$ cat src/sv/asa_pkg.sv
// shared types and constants of the shelf atlas allocator
package asa_pkg;

    localparam int MAX_ROWS  = 64;
    localparam int ROW_AW    = $clog2(MAX_ROWS);
    localparam int ROW_CW    = $clog2(MAX_ROWS + 1);
    localparam int SIZE_BITS = 15;
    localparam int H_W       = 13;
    localparam int POS_W     = 14;
    localparam int TRY_W     = $clog2(SIZE_BITS + 2);
    localparam int TENTH_W   = 10;
    localparam int TENTH_MUL = 6554;

    localparam logic [H_W-1:0] HGT_MAX = {H_W{1'b1}};

    // register indexes
    localparam logic [1:0] REG_START_W = 2'd0;
    localparam logic [1:0] REG_START_H = 2'd1;
    localparam logic [1:0] REG_MAX_SZ  = 2'd2;

    // status codes
    localparam logic [1:0] ST_PLACED = 2'd0;
    localparam logic [1:0] ST_MAX    = 2'd1;
    localparam logic [1:0] ST_FULL   = 2'd2;

    typedef struct packed {
        logic [POS_W-1:0]     top;
        logic [H_W-1:0]       span;
        logic [SIZE_BITS-1:0] used;
    } t_row;

endpackage

$ cat src/sv/asa_ram.sv
// generic single write port ram with registered read
module asa_ram #(
    parameter int WIDTH = 8,
    parameter int DEPTH = 16
) (
    input  logic                     i_clk,
    input  logic                     i_we,
    input  logic [$clog2(DEPTH)-1:0] i_waddr,
    input  logic [WIDTH-1:0]         i_wdata,
    input  logic [$clog2(DEPTH)-1:0] i_raddr,
    output logic [WIDTH-1:0]         o_rdata
);

    logic [WIDTH-1:0] r_mem [DEPTH];
    logic [WIDTH-1:0] r_rdata;

    always_ff @(posedge i_clk) begin
        if (i_we) begin
            r_mem[i_waddr] <= i_wdata;
        end
        r_rdata <= r_mem[i_raddr];
    end

    assign o_rdata = r_rdata;

endmodule

$ cat src/sv/atlas_shelf_allocator.sv
// top level of the shelf packing texture atlas allocator
//
// Each request (req_width, req_height) is placed into the first stored row
// that fits, otherwise a new row is opened below the used part, doubling the
// atlas until it fits or the maximum size is hit. A request is taken when
// start is high and busy is low; busy stays high until the result is ready,
// and the result is shown for exactly one cycle with o_done high. The
// receiver cannot stall, so it must take the result in that cycle. When all
// 64 rows are in use, no new row is opened and the result is table full.
// The row table is read one row per cycle through a single registered ram
// port; a request that opens a new row first scans every row in use, then
// doubles the atlas as needed before the row is written. o_done is high in
// the first cycle that busy is low. The configuration port is always ready;
// write it only while the block is idle.
module atlas_shelf_allocator (
    input  logic                           i_clk,
    input  logic                           i_rst_n,
    input  logic                           start,
    output logic                           busy,
    input  logic [asa_pkg::H_W-1:0]        i_req_width,
    input  logic [asa_pkg::H_W-1:0]        i_req_height,
    output logic                           o_done,
    output logic [asa_pkg::POS_W-1:0]      o_pos_x,
    output logic [asa_pkg::POS_W-1:0]      o_pos_y,
    output logic [1:0]                     o_status,
    output logic [asa_pkg::SIZE_BITS-1:0]  o_atlas_w,
    output logic [asa_pkg::SIZE_BITS-1:0]  o_atlas_h,
    output logic                           o_grew,
    input  logic                           i_cfg_valid,
    output logic                           o_cfg_ready,
    input  logic [1:0]                     i_cfg_index,
    input  logic [asa_pkg::SIZE_BITS-1:0]  i_cfg_data
);
    import asa_pkg::*;

    // one-hot sequencer
    typedef enum logic [2:0] {
        S_IDLE = 3'b001,
        S_SCAN = 3'b010,
        S_GROW = 3'b100
    } t_state;

    t_state r_state, n_state;

    // configuration
    logic [SIZE_BITS-1:0] r_start_w, n_start_w;
    logic [SIZE_BITS-1:0] r_start_h, n_start_h;
    logic [SIZE_BITS-1:0] r_max_sz,  n_max_sz;

    // atlas state
    logic [ROW_CW-1:0]    r_rows, n_rows;
    logic [SIZE_BITS-1:0] r_next, n_next;
    logic [SIZE_BITS-1:0] r_cur_w, n_cur_w;
    logic [SIZE_BITS-1:0] r_cur_h, n_cur_h;

    // request working registers
    logic [H_W-1:0]       r_w, n_w;
    logic [H_W-1:0]       r_h, n_h;
    logic [TENTH_W-1:0]   r_tenth, n_tenth;
    logic [H_W-1:0]       r_rh, n_rh;
    logic [ROW_CW-1:0]    r_idx, n_idx;
    logic [ROW_AW-1:0]    r_cidx, n_cidx;
    logic                 r_dv, n_dv;
    logic [TRY_W-1:0]     r_tries, n_tries;
    logic                 r_grew, n_grew;

    // result registers
    logic                 r_done, n_done;
    logic [POS_W-1:0]     r_pos_x, n_pos_x;
    logic [POS_W-1:0]     r_pos_y, n_pos_y;
    logic [1:0]           r_status, n_status;
    logic [SIZE_BITS-1:0] r_out_w, n_out_w;
    logic [SIZE_BITS-1:0] r_out_h, n_out_h;
    logic                 r_out_g, n_out_g;

    // row table port
    logic                 ram_we;
    logic [ROW_AW-1:0]    ram_waddr;
    t_row                 ram_wdata;
    logic [ROW_AW-1:0]    ram_raddr;
    t_row                 ram_rdata;

    // shared datapath
    logic [2*H_W-1:0]     tenth_prod;
    logic [H_W+3:0]       h_x10;
    logic [H_W+3:0]       span_x7;
    logic [SIZE_BITS:0]   used_sum;
    logic                 fit;
    logic [H_W:0]         rh_sum;
    logic [H_W-1:0]       rh_sat;
    logic [SIZE_BITS:0]   row_end;
    logic                 need_grow;
    logic [SIZE_BITS:0]   dbl_w;
    logic [SIZE_BITS:0]   dbl_h;
    logic                 grow_fail;

    asa_ram #(
        .WIDTH ($bits(t_row)),
        .DEPTH (MAX_ROWS)
    ) u_rows (
        .i_clk   (i_clk),
        .i_we    (ram_we),
        .i_waddr (ram_waddr),
        .i_wdata (ram_wdata),
        .i_raddr (ram_raddr),
        .o_rdata (ram_rdata)
    );

    // h/10 by reciprocal, exact for 13 bit heights
    assign tenth_prod = (2*H_W)'(i_req_height) * (2*H_W)'(TENTH_MUL);

    // first fit test on the row read out last cycle
    assign h_x10    = {1'b0, r_h, 3'b000} + {3'b000, r_h, 1'b0};
    assign span_x7  = {1'b0, ram_rdata.span, 3'b000} - {4'b0000, ram_rdata.span};
    assign used_sum = {1'b0, ram_rdata.used} + (SIZE_BITS+1)'(r_w);
    assign fit      = r_dv && (r_h <= ram_rdata.span) && (h_x10 >= span_x7) &&
                      (used_sum <= {1'b0, r_cur_w});

    // new row height, saturated
    assign rh_sum = {1'b0, r_h} + (H_W+1)'(r_tenth);
    assign rh_sat = rh_sum[H_W] ? HGT_MAX : rh_sum[H_W-1:0];

    // doubling test
    assign row_end   = {1'b0, r_next} + (SIZE_BITS+1)'(r_rh);
    assign need_grow = (row_end >= {1'b0, r_cur_h}) ||
                       ((SIZE_BITS)'(r_w) >= r_cur_w);
    assign dbl_w     = {r_cur_w, 1'b0};
    assign dbl_h     = {r_cur_h, 1'b0};
    assign grow_fail = (r_tries > TRY_W'(SIZE_BITS)) ||
                       (dbl_w > {1'b0, r_max_sz}) || (dbl_h > {1'b0, r_max_sz});

    assign ram_raddr = r_idx[ROW_AW-1:0];

    always_comb begin
        n_state   = r_state;
        n_start_w = r_start_w;
        n_start_h = r_start_h;
        n_max_sz  = r_max_sz;
        n_rows    = r_rows;
        n_next    = r_next;
        n_cur_w   = r_cur_w;
        n_cur_h   = r_cur_h;
        n_w       = r_w;
        n_h       = r_h;
        n_tenth   = r_tenth;
        n_rh      = r_rh;
        n_idx     = r_idx;
        n_cidx    = r_cidx;
        n_dv      = r_dv;
        n_tries   = r_tries;
        n_grew    = r_grew;
        n_done    = 1'b0;
        n_pos_x   = r_pos_x;
        n_pos_y   = r_pos_y;
        n_status  = r_status;
        n_out_w   = r_out_w;
        n_out_h   = r_out_h;
        n_out_g   = r_out_g;
        ram_we    = 1'b0;
        ram_waddr = r_cidx;
        ram_wdata = ram_rdata;

        // config write
        if (i_cfg_valid) begin
            case (i_cfg_index)
                REG_START_W: n_start_w = i_cfg_data;
                REG_START_H: n_start_h = i_cfg_data;
                REG_MAX_SZ:  n_max_sz  = i_cfg_data;
                default: ;
            endcase
        end

        case (r_state)
            S_IDLE: begin
                if (start) begin
                    n_w     = i_req_width;
                    n_h     = i_req_height;
                    n_tenth = tenth_prod[2*H_W-1 -: TENTH_W];
                    n_idx   = '0;
                    n_dv    = 1'b0;
                    n_tries = '0;
                    n_grew  = 1'b0;
                    // empty table restarts from the start size
                    if (r_rows == '0) begin
                        n_cur_w = (r_start_w == '0) ? SIZE_BITS'(1) : r_start_w;
                        n_cur_h = (r_start_h == '0) ? SIZE_BITS'(1) : r_start_h;
                        n_next  = '0;
                    end
                    n_state = S_SCAN;
                end
            end
            S_SCAN: begin
                if (fit) begin
                    // place in existing row, widen its used span
                    ram_we         = 1'b1;
                    ram_waddr      = r_cidx;
                    ram_wdata      = ram_rdata;
                    ram_wdata.used = used_sum[SIZE_BITS-1:0];
                    n_done   = 1'b1;
                    n_pos_x  = ram_rdata.used[POS_W-1:0];
                    n_pos_y  = ram_rdata.top;
                    n_status = ST_PLACED;
                    n_out_w  = r_cur_w;
                    n_out_h  = r_cur_h;
                    n_out_g  = 1'b0;
                    n_state  = S_IDLE;
                end else if (r_idx == r_rows) begin
                    if (r_rows == ROW_CW'(MAX_ROWS)) begin
                        // table full
                        n_done   = 1'b1;
                        n_pos_x  = '0;
                        n_pos_y  = '0;
                        n_status = ST_FULL;
                        n_out_w  = r_cur_w;
                        n_out_h  = r_cur_h;
                        n_out_g  = 1'b0;
                        n_state  = S_IDLE;
                    end else begin
                        n_rh    = rh_sat;
                        n_state = S_GROW;
                    end
                end else begin
                    n_cidx = r_idx[ROW_AW-1:0];
                    n_dv   = 1'b1;
                    n_idx  = r_idx + ROW_CW'(1);
                end
            end
            S_GROW: begin
                if (!need_grow) begin
                    // open new row below the used part
                    ram_we         = 1'b1;
                    ram_waddr      = r_rows[ROW_AW-1:0];
                    ram_wdata.top  = r_next[POS_W-1:0];
                    ram_wdata.span = r_rh;
                    ram_wdata.used = SIZE_BITS'(r_w);
                    n_done   = 1'b1;
                    n_pos_x  = '0;
                    n_pos_y  = r_next[POS_W-1:0];
                    n_status = ST_PLACED;
                    n_out_w  = r_cur_w;
                    n_out_h  = r_cur_h;
                    n_out_g  = r_grew;
                    n_next   = row_end[SIZE_BITS-1:0];
                    n_rows   = r_rows + ROW_CW'(1);
                    n_state  = S_IDLE;
                end else if (grow_fail) begin
                    n_done   = 1'b1;
                    n_pos_x  = '0;
                    n_pos_y  = '0;
                    n_status = ST_MAX;
                    n_out_w  = r_cur_w;
                    n_out_h  = r_cur_h;
                    n_out_g  = r_grew;
                    n_state  = S_IDLE;
                end else begin
                    n_cur_w = dbl_w[SIZE_BITS-1:0];
                    n_cur_h = dbl_h[SIZE_BITS-1:0];
                    n_grew  = 1'b1;
                    n_tries = r_tries + TRY_W'(1);
                end
            end
            default: begin
                n_state = S_IDLE;
            end
        endcase
    end

    // control state
    always_ff @(posedge i_clk) begin
        if (!i_rst_n) begin
            r_state   <= S_IDLE;
            r_start_w <= SIZE_BITS'(128);
            r_start_h <= SIZE_BITS'(128);
            r_max_sz  <= SIZE_BITS'(4096);
            r_rows    <= '0;
            r_next    <= '0;
            r_cur_w   <= SIZE_BITS'(128);
            r_cur_h   <= SIZE_BITS'(128);
            r_idx     <= '0;
            r_dv      <= 1'b0;
            r_tries   <= '0;
            r_grew    <= 1'b0;
            r_done    <= 1'b0;
        end else begin
            r_state   <= n_state;
            r_start_w <= n_start_w;
            r_start_h <= n_start_h;
            r_max_sz  <= n_max_sz;
            r_rows    <= n_rows;
            r_next    <= n_next;
            r_cur_w   <= n_cur_w;
            r_cur_h   <= n_cur_h;
            r_idx     <= n_idx;
            r_dv      <= n_dv;
            r_tries   <= n_tries;
            r_grew    <= n_grew;
            r_done    <= n_done;
        end
    end

    // payload
    always_ff @(posedge i_clk) begin
        r_w      <= n_w;
        r_h      <= n_h;
        r_tenth  <= n_tenth;
        r_rh     <= n_rh;
        r_cidx   <= n_cidx;
        r_pos_x  <= n_pos_x;
        r_pos_y  <= n_pos_y;
        r_status <= n_status;
        r_out_w  <= n_out_w;
        r_out_h  <= n_out_h;
        r_out_g  <= n_out_g;
    end

    assign busy        = (r_state != S_IDLE);
    assign o_cfg_ready = 1'b1;
    assign o_done      = r_done;
    assign o_pos_x     = r_pos_x;
    assign o_pos_y     = r_pos_y;
    assign o_status    = r_status;
    assign o_atlas_w   = r_out_w;
    assign o_atlas_h   = r_out_h;
    assign o_grew      = r_out_g;

`ifndef SYNTH
    a_rows_bound: assert property (@(posedge i_clk) disable iff (!i_rst_n)
        r_rows <= ROW_CW'(MAX_ROWS))
        else $error("row count above table depth");

    a_done_after_busy: assert property (@(posedge i_clk) disable iff (!i_rst_n)
        ($past(i_rst_n) && $past(busy) && !busy) |-> o_done)
        else $error("request finished without a result strobe");

    a_fail_no_pos: assert property (@(posedge i_clk) disable iff (!i_rst_n)
        (o_done && o_status != ST_PLACED) |-> (o_pos_x == '0 && o_pos_y == '0))
        else $error("failed request carries a position");

    a_full_no_grow: assert property (@(posedge i_clk) disable iff (!i_rst_n)
        (o_done && o_status == ST_FULL) |-> !o_grew)
        else $error("full table result reports growth");

    a_atlas_nonzero: assert property (@(posedge i_clk) disable iff (!i_rst_n)
        o_done |-> (o_atlas_w != '0 && o_atlas_h != '0))
        else $error("atlas size reported as zero");
`endif

endmodule

$ cat config.mk
export PLATFORM = sky130hd
export DESIGN_NAME = atlas_shelf_allocator
export DESIGN_NICKNAME = d
export VERILOG_FILES = /design/src/sv/asa_pkg.sv /design/src/sv/asa_ram.sv /design/src/sv/atlas_shelf_allocator.sv
export SDC_FILE = /design/constraint.sdc
export NUM_CORES = 2
export LEC_CHECK = 0
export ABC_AREA = 1
export BUFFER_PORTS_ARGS = -buffer_cell sky130_fd_sc_hd__buf_2
export CAP_MARGIN = 10
export CORE_ASPECT_RATIO = 0.8
export CORE_MARGIN = 2
export CORE_UTILIZATION = 46
export CTS_CLUSTER_DIAMETER = 50
export CTS_CLUSTER_SIZE = 16
export DETAILED_ROUTE_END_ITERATION = 6
export PLACE_DENSITY = 0.64
export SYNTH_ARGS = -nofsm -noshare
export SYNTH_HDL_FRONTEND = slang
export SYNTH_HIERARCHICAL = 1
export SYNTH_SLANG_ARGS = --single-unit
$ cat constraint.sdc
create_clock -name i_clk -period 12.55 [get_ports i_clk]
set_clock_uncertainty 0.05 [all_clocks]
set_input_delay 2.51 -clock i_clk [delete_from_list [all_inputs] [get_ports i_clk]]
set_output_delay 2.51 -clock i_clk [all_outputs]
set_load 0.05 [all_outputs]
==> flow_summary.yaml <==
clocking:
  cts_made_buffers: 233
  htreeDepth: 4
  clk_path_buf_depth: 4
  cts_sinks: 2961
  hold_buffers: 0
  path_clk_slew_ns: 0.08
  post_cts_buffers: 0
  root_buffer: "clkbuf_16"
  cts-resized-gates: 0
  cts_tree: "built"
  clock_latency_ns: 0.94
hold_path:
  min_to: "r_start_h[6]"
  holdCritStartpoint: "r_start_h[6]"
  hold_depth: 2
  hp-class: "reg -> reg"
timing:
  tns_ns: 0
  hold_viol: 0
  max_freq_mhz: 135
  relSlewSlack: 0.195
  worstMarginPinSlew_ns: 1.21
  period_share: 0.591
  slew_viol_final: 0
  rsz0062_at_grt: "no"
  setup_viol: 0
  min_period_ns: 7.42
yosys:
  synth_xor_area_frac: 0.00608
  synthFlopType: "edfxtp_1"
  syn_nets: 11433
  synth_area_um2: 127000
  yosys_register_bits: 2961
  synth_edf_count: 2804
  synth_area_per_cell_um2: 11.4
  yosys.area_share.simple: 0.217
  ys_types: 50
  synthMuxAreaShare: 0
  synthCells: 11087
  synth-async-reset-ratio: 0
  synthAdderAreaFrac: 0.0323
  synth_top_family_by_area: "simple AND/OR/NAND/NOR gates"
  synth_compound_area_frac: 0.0161
  yosys_warnings: 6
  seq_area_frac_synth: 0.689
global_routing:
  antenna_found_initial: 21
  grt_pass1_wl_um: 562000
  grt_start_max_net_pins: 211
  overflow: 0
  first_global_vias: 81051
  grt_usage: 0.272
route:
  num_vias: 87170
  wl_per_cell_um: 26.3
  wirelength_um: 388000
  drc: 0
  drt-pass1-iter-count: 6
  avgViaCountPerCell: 5.92
  final_antenna_net_count: 0
  dr.first_iter.drc_count: 13013
layout:
  final_common_cell: "nand2_1"
  areaGrowthSynthToFinish_pct: 8.14
  finish.utilization: 0.500
  mostFrequentLayoutCells: "nand2_1 (3,452), edfxtp_1 (2,804), nand3_1 (2,578)"
  nets: 11316
  layout-drive-gt1-share: 0.0619
  nFillCells: 23865
critical_path:
  path_cells: "ha_1, fa_1, nand3_1, nand3_1, nand2_1, o211ai_1, nand2_1, a31oi_1, a21oi_1, nor2_1, xor2_1, inv_1, ha_1, nand2_1, nor2_1, nand2_1, nor4_1, nor2_1, nor2_1, nand3_1, nand2_1, nand3_1, nor2_4, buf_4"
  cp-end-kind: "flop"
  r2r-start: "r_h[2]"
  critical-path-max-stage-delay_ns: 1.10
  worstSetupStartpointType: "flop"
  required_ns: 13.03
  cpMostUsedCell: "nand2_1"
  path_max_fanout: 25
  cp_data_arrival_time_ns: 7.89
  rr_endpoint: "u_rows/r_mem[44][3]"
  ff2ff_path_depth: 24
  cp_slowest_cell: "nor2_4"
  path_class: "reg -> reg"
  r2r_slack_ns: 5.13
flow_run:
  maxCapViolCount: 0
floorplanning:
  coreArea_um2: 274000
  die_h_um: 474
  start_util: 0.462
  rows: 172
  ioPinCount: 111
  dieArea_um2: 280000
  die_w_um: 591
place:
  post-dp-hpwl_um: 219000
  port_buffers: 109
  place_congestion: 0.929
pwr:
  power.leakage_nw: 49.3
  fin_total_pwr_mw: 19.6
  ir_worst_vdd_mv: 0.118
  power_density_nw_per_um2: 143
run_status:
  status: "finished clean"
==> worst max-delay path: cells and delay by family, from the launching register on <==
kind	cells	cell delay, ns
AO/OA/AOI/OAI	3	0.37
XOR/XNOR	1	0.14
adder cells (fa/ha/maj)	3	0.95
buffers and inverters	2	0.58
flip-flops	1	0.45
AND/OR/NAND/NOR	15	4.44
==> sequential cells by signal (all words and copies together) (netlist names), 6 cells and up <==
name	cells
r_cur_h	15
r_cur_w	15
r_max_sz	15
r_start_h	15
r_next	15
r_rows	7
o_pos_x	14
r_start_w	15
o_pos_y	14
r_tenth	10
r_w	13
o_atlas_w	15
r_cidx	6
u_rows/r_mem	2688
r_h	13
o_atlas_h	15
r_rh	13
u_rows/o_rdata	42
r_idx	7
==> cell type report <==
class / count / area [um^2] / share of cell area
sequential: 2961 / 87400 / 0.637
multi-input combinational: 7138 / 35000 / 0.255
clock buffer: 268 / 6040 / 0.0440
tap: 3654 / 4570 / 0.0333
timing repair buffer: 292 / 2080 / 0.0152
inverter: 344 / 1340 / 0.00978
clock inverter: 60 / 748 / 0.00546
antenna: 4 / 10.0 / 0.0000730
==> stage by stage <==
step                hold slack (ns)  std cells  setup slack [ns]  instance area [um^2]
finish                        0.426      14721              5.13                137000
global route                  0.453      14717              4.79                137000
CTS                           0.422      14717              5.24                137000
detailed placement            0.412      14389              5.27                130000
global placement              0.404      14389              5.30                130000
floorplan                     0.382      11087              5.49                127000
==> synthesized netlist by cell type, drive strengths merged (47+ instances only) <==
library cell / n / area share
a21oi: 174 / 0.0070
buf: 510 / 0.026
clkbuf: 134 / 0.0040
dfxtp: 157 / 0.025
edfxtp: 2804 / 0.66
fa: 47 / 0.0074
ha: 252 / 0.025
inv: 339 / 0.010
nand2: 3459 / 0.10
nand3: 2579 / 0.10
nor2: 232 / 0.0069
o21ai: 132 / 0.0052
xor2: 58 / 0.0040
==> how the worst max path moves through the flow <==
stage	from	end	slack (ns)	depth (start not counted)
after floorplan	r_h[2]	u_rows/r_mem[48][0]	5.49	24
after global placement	r_h[2]	u_rows/r_mem[44][4]	5.30	24
after detailed placement	r_h[2]	u_rows/r_mem[44][11]	5.27	24
after CTS	r_h[2]	u_rows/r_mem[44][3]	5.24	24
after global routing	u_rows/o_rdata[18]	u_rows/r_mem[44][8]	4.79	23
final	r_h[2]	u_rows/r_mem[44][3]	5.13	24
==> report_power, final <==
group / internal [mW] / leakage (nW) / switching (mW)
sequential: 10.9 / 26.5 / 0.115
clock: 3.61 / 3.30 / 3.49
combinational: 0.511 / 19.5 / 1.06
==> kinds of logic after synthesis <==
kind of cell,after synthesis
buffers and inverters,988
other,1
adder cells (fa/ha/maj),299
XOR/XNOR,88
flip-flops,2961
AND/OR/NAND/NOR,6377
AO/OA/AOI/OAI,373
==> per-layer routing <==
| metal | wire, um | GRT usage | vias up | share of wire |
|---|---|---|---|---|
| met3 | 44900 | 0.0591 | 659 | 0.12 |
| li1 | - | - | 38558 | - |
| met2 | 168000 | 0.395 | 5095 | 0.43 |
| met4 | 16200 | 0.105 | 6 | 0.042 |
| met1 | 159000 | 0.398 | 42852 | 0.41 |
| met5 | 43 | 0 | - | 0.00011 |
(Power assumes the default switching activity.)
